==> config.mk <==
export PLATFORM = sky130hd
export DESIGN_NAME = dmkvc_ctrl
export DESIGN_NICKNAME = d
export VERILOG_FILES = /design/src/dmkvc_pkg.sv /design/src/dmkvc_ctrl.sv
export SDC_FILE = /design/constraint.sdc
export NUM_CORES = 1
export LEC_CHECK = 0
export BUFFER_PORTS_ARGS = -buffer_cell sky130_fd_sc_hd__buf_2
export CAP_MARGIN = 20
export CORE_AREA = 2 2 39 41
export DETAILED_ROUTE_END_ITERATION = 10
export DIE_AREA = 0 0 41 43
export PLACE_DENSITY_LB_ADDON = 0.08
export SETUP_SLACK_MARGIN = 0.3
export SYNTH_ARGS = -nofsm -noshare
export SYNTH_HDL_FRONTEND = slang
export SYNTH_SLANG_ARGS = --single-unit
==> constraint.sdc <==
create_clock -name clock -period 1.9 [get_ports clock]
set_input_delay 0.38 -clock clock [delete_from_list [all_inputs] [get_ports clock]]
set_output_delay 0.38 -clock clock [all_outputs]
set_load 0.01 [all_outputs]
==> src/dmkvc_pkg.sv <==
package dmkvc_pkg;

   localparam int KeyBits = 64;
   localparam int CntBits = 32;
   localparam int DivCntBits = $clog2(KeyBits);

   typedef enum logic [1:0] {
      OP_LOOKUP = 2'd0,
      OP_STORE  = 2'd1,
      OP_CLEAR  = 2'd2,
      OP_NOP    = 2'd3
   } op_type;

   localparam logic [1:0] CSR_KEY_KIND    = 2'd0;
   localparam logic [1:0] CSR_NUM_ENTRIES = 2'd1;
   localparam logic [1:0] CSR_EMPTY_KEY   = 2'd2;

   localparam logic [1:0] KIND_U32 = 2'd0;
   localparam logic [1:0] KIND_S64 = 2'd1;

   localparam logic [1:0]  KindReset    = KIND_S64;
   localparam logic [10:0] EntriesReset = 11'd1021;

   typedef enum logic [2:0] {
      ST_INIT,
      ST_IDLE,
      ST_DIV,
      ST_READ,
      ST_CHECK,
      ST_CLEAR,
      ST_DONE
   } state_type;

   typedef struct packed {
      logic load_req;
      logic div_step;
      logic init_wr;
      logic clr_wr;
      logic check;
      logic load_rsp;
   } cmd_type;

   typedef struct packed {
      logic div_last;
      logic init_last;
      logic clr_last;
   } status_type;

   function automatic logic [KeyBits-1:0] key_mask(input logic [1:0] kind);
      return (kind == KIND_U32) ? {{(KeyBits-32){1'b0}}, {32{1'b1}}} : {KeyBits{1'b1}};
   endfunction

   function automatic logic [CntBits-1:0] sat_inc(input logic [CntBits-1:0] c);
      return (c == {CntBits{1'b1}}) ? c : c + 1'b1;
   endfunction

endpackage

==> src/dmkvc_ctrl.sv <==
module dmkvc_ctrl (
   input  logic                 clock,
   input  logic                 reset,
   input  logic                 req_valid,
   output logic                 req_ready,
   input  dmkvc_pkg::op_type    req_op,
   output logic                 rsp_valid,
   input  logic                 rsp_ready,
   input  dmkvc_pkg::status_type status,
   output dmkvc_pkg::cmd_type   cmd
);
   import dmkvc_pkg::*;

   state_type state_ff, state_in;
   logic      rsp_valid_ff, rsp_valid_in;

   always_comb begin
      state_in = state_ff;
      unique case (state_ff)
         ST_INIT:  if (status.init_last) state_in = ST_IDLE;
         ST_IDLE: begin
            if (req_valid) begin
               unique case (req_op)
                  OP_LOOKUP, OP_STORE: state_in = ST_DIV;
                  OP_CLEAR:            state_in = ST_CLEAR;
                  default:             state_in = ST_DONE;
               endcase
            end
         end
         ST_DIV:   if (status.div_last) state_in = ST_READ;
         ST_READ:  state_in = ST_CHECK;
         ST_CHECK: state_in = ST_DONE;
         ST_CLEAR: if (status.clr_last) state_in = ST_DONE;
         ST_DONE:  if (!rsp_valid_ff || rsp_ready) state_in = ST_IDLE;
         default:  state_in = ST_INIT;
      endcase
   end

   always_comb begin
      cmd = '0;
      req_ready = 1'b0;
      unique case (state_ff)
         ST_INIT:  cmd.init_wr = 1'b1;
         ST_IDLE: begin
            req_ready = 1'b1;
            cmd.load_req = req_valid;
         end
         ST_DIV:   cmd.div_step = 1'b1;
         ST_CHECK: cmd.check = 1'b1;
         ST_CLEAR: cmd.clr_wr = 1'b1;
         ST_DONE:  cmd.load_rsp = !rsp_valid_ff || rsp_ready;
         default:  cmd = '0;
      endcase
   end

   always_comb begin
      rsp_valid_in = rsp_valid_ff;
      if (cmd.load_rsp) begin
         rsp_valid_in = 1'b1;
      end else if (rsp_ready) begin
         rsp_valid_in = 1'b0;
      end
   end

   always_ff @(posedge clock) begin
      if (reset) begin
         state_ff     <= ST_INIT;
         rsp_valid_ff <= 1'b0;
      end else begin
         state_ff     <= state_in;
         rsp_valid_ff <= rsp_valid_in;
      end
   end

   assign rsp_valid = rsp_valid_ff;

endmodule

* Word level (Yosys, flattened, before mapping) *
Cells that the tools add are included.

storage, ports and cells
  register bits = 4
  latch bits = 0
  RAM bits = 0
  bits in read-only memories = 0
  bits of input ports = 9
  output and inout port bits = 8
  logic and storage cells = 38
  memories kept = 0

cells by class
  $add $sub $neg = 0
  multipliers = 0
  divide/modulo/power cells = 0
  order comparisons = 0
  equality and inequality tests = 13
  shifts and indexed selects = 0
  mux-type cells = 16
  bitwise operators = 0
  reductions and logical operators = 7

operator list
  kind                count
  $pmux 3 s7          1
  $mux 3              5
  $ne 2x2->1 const B  5
  $eq 3x3->1 const B  3
  $mux 1              9
  $eq 3x2->1 const B  2
  $pmux 3 s2          1
  $reduce_and 5->1    1
  $eq 3x1->1 const B  1
  $logic_not 3->1     1
  $eq 2x1->1 const B  1
  $eq 2x2->1 const B  1
  $logic_not 2->1     1
  $reduce_bool 2->1   1
  $reduce_or 2->1     1
  $logic_not 1->1     1
  $logic_or 1x1->1    1

* Logic depth before layout (Yosys ltp) *
Gate-level depths: netlist of run 1.

  word-level depth = 5
  gate-level depth with buffers = 5
  mapped depth without buffers = 4

* Worst setup path after synthesis of run 1 *
No wires, ideal clock.

  path type = reg2out
  start = reg state_ff[0]
  end = out cmd[5] in the netlist's numbering
  arrival = 1199 ps
  required time = 1520 ps
  slack = 321 ps
  cell stages (with the launch flop) = 4
  buffers on the path = 1
  cell sequence = dfxtp_1 -> clkbuf_1 -> nor3b_1 -> and2_1

RTL lines
  item                      RTL line          RTL
  start: declaration        dmkvc_ctrl.sv:14  state_type state_ff, state_in;
  start signal: assignment  dmkvc_ctrl.sv:70  state_ff <= state_in;
  end: declaration          dmkvc_ctrl.sv:10  output dmkvc_pkg::cmd_type cmd

* Worst setup path in the final report of run 1 *
  start = reg state_ff[2]
  end = reg state_ff[2]

on the way
  cells in the longest elaborated chain, start to end = 3
  elaborated cells on any way between the ends = 14
  those cells by class = eq/ne: 11; mux: 1; reduce/logical: 2

RTL lines
  item                                RTL line          RTL
  $eq 3x3->1 (tied with other cells)  dmkvc_ctrl.sv:19  unique case (state_ff)
  $ne 2x2->1 (no source line)         n/a
  $reduce_and 5->1 (no source line)   n/a

Several ways; a longest one is shown, not always the timed one.
A chain may end at the register's enable or synchronous reset.

==> impl_metrics.env, run 1 <==
export IMPL_status="finished, final reports clean"
export IMPL_row_count=14
export IMPL_start_util=0.234
export IMPL_antenna_found_initial=0
export IMPL_synthMuxAreaShare=0.0309
export IMPL_synthDistinctLibCells=25
export IMPL_synth_xor_area_frac=0
export IMPL_maxSlewViolCount=0
export IMPL_fin_ws_ns=0.355
export IMPL_swShare=0.397
export IMPL_setup_tns_ns=0
export IMPL_fin_nets=73
export IMPL_rsz0062_at_grt="true"
export IMPL_path_buf_inv=1
export IMPL_pre_cts_slack_ns=0.241
export IMPL_relSlewSlack=0.834
export IMPL_cts_hold_buffers=0
export IMPL_dr_pass1_iters=2
export IMPL_mappedNetlistNets=52
export IMPL_clk_path_buf_depth=2
export IMPL_htree_levels=1
export IMPL_p_clk_frac=0.151
export IMPL_start_kind="register"
export IMPL_synth_warnings=0
export IMPL_finalHoldWorstSlack_ns=0.377
export IMPL_grt_pass1_wl_mm=1.42
export IMPL_setup_violations=0
export IMPL_crit_arrival_ns=1.70
export IMPL_core_area_um2=1380
export IMPL_ant_nets=0
export IMPL_synthAdderAreaFrac=0
export IMPL_grt_overflow=0
export IMPL_synthToLayoutAreaGrowth_pct=52.5
export IMPL_drtIter0Drc=6
export IMPL_cp_required_ns=2.06
export IMPL_hpwl_um=637
export IMPL_fmax_mhz=647
export IMPL_cts_reportedPaths_clkPinSlew_ns=0.03
export IMPL_die_area_um2=1760
export IMPL_cts_made_buffers=3
export IMPL_use_met1=0.167
export IMPL_yosys_area_share_simple=0.425
export IMPL_critPathMaxStageDelay_ns=0.39
export IMPL_die_h_um=43
export IMPL_hold_class="input pin to register"
export IMPL_synth_area_per_cell_um2=7.54
export IMPL_vias=373
export IMPL_drt_wirelength_per_cell_um=11.3
export IMPL_drt_wl_total_um=880
export IMPL_synth_area_um2=324
export IMPL_hold_viol=0
export IMPL_use_met3=0.0366
export IMPL_cp_max_fo=13
export IMPL_cts_tree="done"
export IMPL_layout_min_cycle_time_ns=1.55
export IMPL_grtUsageTotal=0.124
export IMPL_synth_top_family_by_area="simple AND/OR/NAND/NOR gates"
export IMPL_crit_chain="and3b_1, a211o_1, buf_4, or3_1, a21oi_1"
export IMPL_power_internal_mw=0.416
export IMPL_cts_sinks=4
export IMPL_die_x_um=41
export IMPL_grt_max_degree=14
export IMPL_gp_congestion=0.728
export IMPL_p_comb_frac=0.566
export IMPL_routed_via_density=4.78
export IMPL_grt_pass1_vias=337
export IMPL_yosysSeqAreaShare=0.247
export IMPL_stdcell_area_um2=494
export IMPL_clk_latency_ns=0.23
export IMPL_p_per_area_nw_per_um2=1390
export IMPL_pwr_share_seq=0.283
export IMPL_critical_path_class="register to register"
export IMPL_timing_max_cap_violations=0
export IMPL_slowest_stage="dfxtp_4"
export IMPL_peakVddDrop_mv=0.496
export IMPL_cts_root_buf="clkbuf_4"
export IMPL_use_met2=0.147
export IMPL_p_switching_mw=0.273
export IMPL_synth_compound_area_share=0.212
export IMPL_synth_area_top_cells="dfxtp_1 25%, o21ai_0 6.2%, nor2b_1 5.8%"
export IMPL_fillers=163
export IMPL_power_leakage_nw=0.228
export IMPL_tightest_slew_ns=0.245
export IMPL_final_period_utilization=0.813
export IMPL_drive_gt1_frac=0.468
export IMPL_cp_end_kind="register"
export IMPL_cp_top_family="simple AND/OR/NAND/NOR gates"
export IMPL_portBuffers=16
export IMPL_busiest_layer="met1"
export IMPL_synth_seq_cells=4
export IMPL_dpl_cell_area_um2=419
export IMPL_synth_cells=43
export IMPL_ios=17
export IMPL_synth_area_leader_cell="dfxtp_1"
export IMPL_finalPower_mw=0.689
export IMPL_synth_top_area_frac=0.247
export IMPL_n_antenna_cell=0
export IMPL_drc=0
export IMPL_finClkSkew_ns=0.00228
[metal layers]
layer,up-vias,share of wire
met4,0,0.014
met5,-,0
met3,2,0.063
met2,11,0.49
met1,164,0.43
li1,196,-
[power groups by stage]
stage / clock [mW] / combinational [mW] / sequential (mW)
6_report: 0.104 / 0.390 / 0.195
5_1_grt: 0.118 / 0.434 / 0.207
4_1_cts: 0.111 / 0.332 / 0.171
3_5_place_dp: 0 / 0.328 / 0.168
3_3_place_gp: 0 / 0.335 / 0.169
2_1_floorplan: 0 / 0.245 / 0.134
[what timing repair did]
item                       4_1_cts  5_1_grt
pin swaps                        0        2
setup endpoints to repair        5        7
hold endpoints to repair         0        0
gates resized for setup          3        9
setup buffers                    0        2
[per-stage QoR]
step,std cells,utilization
2_1_floorplan,43,-
3_3_place_gp,73,0.303
3_5_place_dp,73,0.303
4_1_cts,76,0.323
5_1_grt,78,0.357
6_report,78,0.357
[final cells by class]
class / instances / area [um^2] / area share
multi-input combinational: 33 / 235 / 0.476
timing repair buffer: 20 / 118 / 0.238
sequential: 4 / 91.3 / 0.185
clock buffer: 3 / 22.5 / 0.0456
tap: 16 / 20.0 / 0.0405
inverter: 2 / 7.51 / 0.0152
[logic make-up (layout without fill, tap and decap cells)]
family,after synthesis,count (layout)
muxes,1,1
buffers and inverters,6,25
DFF,4,4
AOI/OAI and AO/OA,11,11
and+or+nand+nor,21,21
[placed cells by master (no fill, tap or decap), drive strengths merged]
| cell type | synthesis | layout |
|---|---|---|
| a211o | 1 | 1 |
| a21oi | 3 | 3 |
| a311oi | 1 | 1 |
| a31o | 1 | 1 |
| and2 | 1 | 1 |
| and3 | 1 | 1 |
| and3b | 1 | 1 |
| buf | 2 | 20 |
| clkbuf | 2 | 3 |
| dfxtp | 4 | 4 |
| inv | 2 | 2 |
| mux2i | 1 | 1 |
| nand2b | 2 | 2 |
| nand3b | 1 | 1 |
| nand4b | 1 | 1 |
| nor2 | 3 | 3 |
| nor2b | 3 | 3 |
| nor3 | 1 | 1 |
| nor3b | 2 | 2 |
| nor4b | 2 | 2 |
| o21ai | 4 | 4 |
| o31ai | 1 | 1 |
| or3 | 2 | 2 |
| or4 | 1 | 1 |
[synthesized netlist by cell type (all sizes together)]
cell type,count
or3,2
nand2b,2
nand4b,1
a31o,1
a21oi,3
nand3b,1
nor2,3
dfxtp,4
or4,1
and3,1
mux2i,1
nor3,1
o21ai,4
buf,2
clkbuf,2
and2,1
nor4b,2
inv,2
nor2b,3
a311oi,1
and3b,1
o31ai,1
nor3b,2
a211o,1
[sequential cells by signal (all words and copies together), names as in the netlist]
signal / flops
rsp_valid: 1
state_ff: 3
[path summary, 6_finish.rpt]
kind	slack [ns]	startpoint	cells past startpoint	to
hold / removal	0.38	reset	2	state_ff[2]$_SDFFE_PP0P_
setup / recovery	0.35	state_ff[2]$_SDFFE_PP0P_	5	state_ff[2]$_SDFFE_PP0P_
hold reg to reg	0.53	rsp_valid$_SDFFE_PP0P_	2	rsp_valid$_SDFFE_PP0P_
setup reg to reg	0.35	state_ff[2]$_SDFFE_PP0P_	5	state_ff[2]$_SDFFE_PP0P_
Note: power is estimated with default switching activity, not from simulation.
==> inputs of run 2 (changes only) <==
--- a/config.mk
+++ b/config.mk
@@ -5,6 +5,7 @@
 export SDC_FILE = /design/constraint.sdc
 export NUM_CORES = 1
 export LEC_CHECK = 0
+export ABC_AREA = 1
 export BUFFER_PORTS_ARGS = -buffer_cell sky130_fd_sc_hd__buf_2
 export CAP_MARGIN = 20
 export CORE_AREA = 2 2 39 41
==> constraint.sdc (replaced) <==
create_clock -name clock -period 1.5 [get_ports clock]
set_input_delay 0.3 -clock clock [delete_from_list [all_inputs] [get_ports clock]]
set_output_delay 0.3 -clock clock [all_outputs]
set_load 0.01 [all_outputs]
==> run 2 against run 1 <==
Against the previous run: sequential cell count unchanged; cell area grew 41%; combinational power rose to 3.2 times the previous value; largest power group unchanged; die area stayed put; sequential power rose by 2%; synthesized area increased by 39%; first-iteration DRC count up 83%; critical path type is now register to output port; critical endpoint is now cmd[5].
==> impl_metrics.env, run 2 <==
export IMPL_status="finished, final reports clean"
export IMPL_ant_nets=0
export IMPL_grt_pass1_vias=456
export IMPL_synth_edf_count=0
export IMPL_hold_class="input pin to register"
export IMPL_n_antenna_cell=0
export IMPL_cts_tree="done"
export IMPL_synth_cells=69
export IMPL_dpl_cell_area_um2=539
export IMPL_ios=17
export IMPL_synth_common_cells="16 x nor2_1, 11 x inv_1, 6 x nand2_1"
export IMPL_cts_sinks=4
export IMPL_r2r_slack_ns=0.21
export IMPL_cp_max_fo=3
export IMPL_finalHoldWorstSlack_ns=0.231
export IMPL_busiest_layer="met2"
export IMPL_grt_overflow=0
export IMPL_use_met2=0.253
export IMPL_clk_latency_ns=0.24
export IMPL_stdcell_area_um2=696
export IMPL_fillers=145
export IMPL_vias=506
export IMPL_gp_congestion=0.691
export IMPL_rsz0062_at_grt="true"
export IMPL_die_area_um2=1760
export IMPL_critical_path_class="register to output port"
export IMPL_cp_required_ns=1.20
export IMPL_p_per_area_nw_per_um2=2300
export IMPL_slowest_stage="dfxtp_2"
export IMPL_htree_levels=1
export IMPL_relSlewSlack=0.903
export IMPL_layout_min_cycle_time_ns=1.32
export IMPL_setup_violations=0
export IMPL_routed_via_density=4.52
export IMPL_synth_warnings=0
export IMPL_fmax_mhz=758
export IMPL_setup_tns_ns=0
export IMPL_drt_wirelength_per_cell_um=10.2
export IMPL_final_common_cell="buf_2"
export IMPL_row_count=14
export IMPL_synthDistinctLibCells=18
export IMPL_mappedNetlistNets=78
export IMPL_portBuffers=16
export IMPL_power_internal_mw=0.824
export IMPL_synth_flop_cell="dfxtp_1"
export IMPL_final_cell_mix="16 x buf_2, 12 x nor2_1, 10 x inv_1"
export IMPL_synth_area_um2=450
export IMPL_p_switching_mw=0.773
export IMPL_placed_cells=101
export IMPL_maxSlewViolCount=0
export IMPL_synth_seq_cells=4
export IMPL_crit_chain="buf_6, inv_6, nand3_4, nor2_2, buf_2"
export IMPL_p_comb_frac=0.791
export IMPL_power_leakage_nw=0.411
export IMPL_use_met1=0.161
export IMPL_yosysMostFrequentCell="nor2_1"
export IMPL_timing_max_cap_violations=0
export IMPL_final_cells=112
export IMPL_synth_top_area_frac=0.178
export IMPL_start_util=0.325
export IMPL_finClkSkew_ns=0.00717
export IMPL_clk_path_buf_depth=2
export IMPL_start_kind="register"
export IMPL_synthToLayoutAreaGrowth_pct=54.4
export IMPL_drtIter0Drc=11
export IMPL_use_met3=0.0628
export IMPL_hpwl_um=780
export IMPL_tightest_slew_ns=0.144
export IMPL_finish_utilization=0.503
export IMPL_cts_reportedPaths_clkPinSlew_ns=0.04
export IMPL_yosysSeqAreaShare=0.178
export IMPL_largest_register="state_ff"
export IMPL_antenna_found_initial=0
export IMPL_hold_viol=0
export IMPL_grt_pass1_wl_mm=1.75
export IMPL_crit_arrival_ns=1.02
export IMPL_swShare=0.484
export IMPL_synth_area_per_cell_um2=6.53
export IMPL_critPathMaxStageDelay_ns=0.32
export IMPL_cp_end_kind="output port"
export IMPL_cts_root_buf="clkbuf_4"
export IMPL_die_x_um=41
export IMPL_grt_max_degree=9
export IMPL_synth_area_top_cells="dfxtp_1 18%, nor2_1 13%, inv_1 9.2%"
export IMPL_dr_pass1_iters=4
export IMPL_pwr_share_seq=0.124
export IMPL_largest_register_ffs=3
export IMPL_synth_area_leader_cell="dfxtp_1"
export IMPL_fin_nets=107
export IMPL_p_clk_frac=0.084
export IMPL_final_period_utilization=0.880
export IMPL_drive_gt1_frac=0.646
export IMPL_drc=0
export IMPL_grtUsageTotal=0.150
export IMPL_core_area_um2=1380
export IMPL_die_h_um=43
export IMPL_cts_made_buffers=3
export IMPL_drt_wl_total_mm=1.14
export IMPL_synthArstFlopShare=0
export IMPL_peakVddDrop_mv=1.02
[run 2: changes by cell type after synthesis, moves of 3 or more]
cell	previous run	this run
nand2_1	0	6
nand3_2	0	4
nor2b_1	3	0
nor2_2	0	4
buf_6	0	3
nor2_1	3	16
inv_1	2	11
nand3_1	0	5
a21oi_1	3	0
[run 2: metrics by stage]
step | total power [mW] | worst slack [ns]
after global routing | 1.73 | 0.135
after detailed placement | 1.08 | 0.281
after floorplan | 0.905 | 0.435
final | 1.60 | 0.181
after CTS | 1.47 | 0.164
after global placement | 1.09 | 0.307
[run 2: worst paths after layout]
check | start | end | cells after the start
setup / recovery | state_ff[2]$_SDFFE_PP0P_ | cmd[5] | 5
setup reg to reg | state_ff[1]$_SDFFE_PP0P_ | state_ff[1]$_SDFFE_PP0P_ | 9
hold / removal | reset | rsp_valid$_SDFFE_PP0P_ | 2
hold reg to reg | rsp_valid$_SDFFE_PP0P_ | rsp_valid$_SDFFE_PP0P_ | 4
[run 2: repair_timing]
item / 4_1_cts / 5_1_grt
gates resized for setup: 12 / 12
cloned: 0 / 0
pin swaps: 4 / 6
endpoints found under the setup margin: 9 / 10
hold buffers: 0 / 0
buffers inserted: 7 / 1
[run 2: per-layer routing]
metal  part of all wire  vias up
li1                   -      264
met4                  0        0
met3              0.038        0
met2               0.54       10
met5                  0        -
met1               0.42      232
[run 2: area by class of cell]
| class | count | area [um^2] | area share |
|---|---|---|---|
| Inverter | 14 | 67.6 | 0.0971 |
| Tap cell | 16 | 20.0 | 0.0288 |
| Clock buffer | 3 | 22.5 | 0.0324 |
| Timing Repair Buffer | 28 | 185 | 0.266 |
| Multi-Input combinational cell | 47 | 315 | 0.453 |
| Sequential cell | 4 | 85.1 | 0.122 |
[run 2: power by group through the flow]
stage	clock network [mW]	logic, mW	registers (mW)
final	0.135	1.26	0.199
after floorplan	0	0.732	0.173
after detailed placement	0	0.900	0.181
after global routing	0.145	1.38	0.202
after CTS	0.139	1.13	0.201
after global placement	0	0.909	0.180
[run 2: logic make-up (layout without fill, tap and decap cells)]
kind of cell,after synthesis,after routing,synth area share
flip-flops,4,4,0.178
buffers and inverters,18,45,0.222
AND/OR/NAND/NOR,45,45,0.578
AO/OA/AOI/OAI,2,2,0.0222
[run 2: worst max-delay path: cells and delay by family (launching register included)]
kind                   cells  cell delay (ns)
flip-flops                 1             0.32
buffers and inverters      3             0.31
AND/OR/NAND/NOR            2             0.14
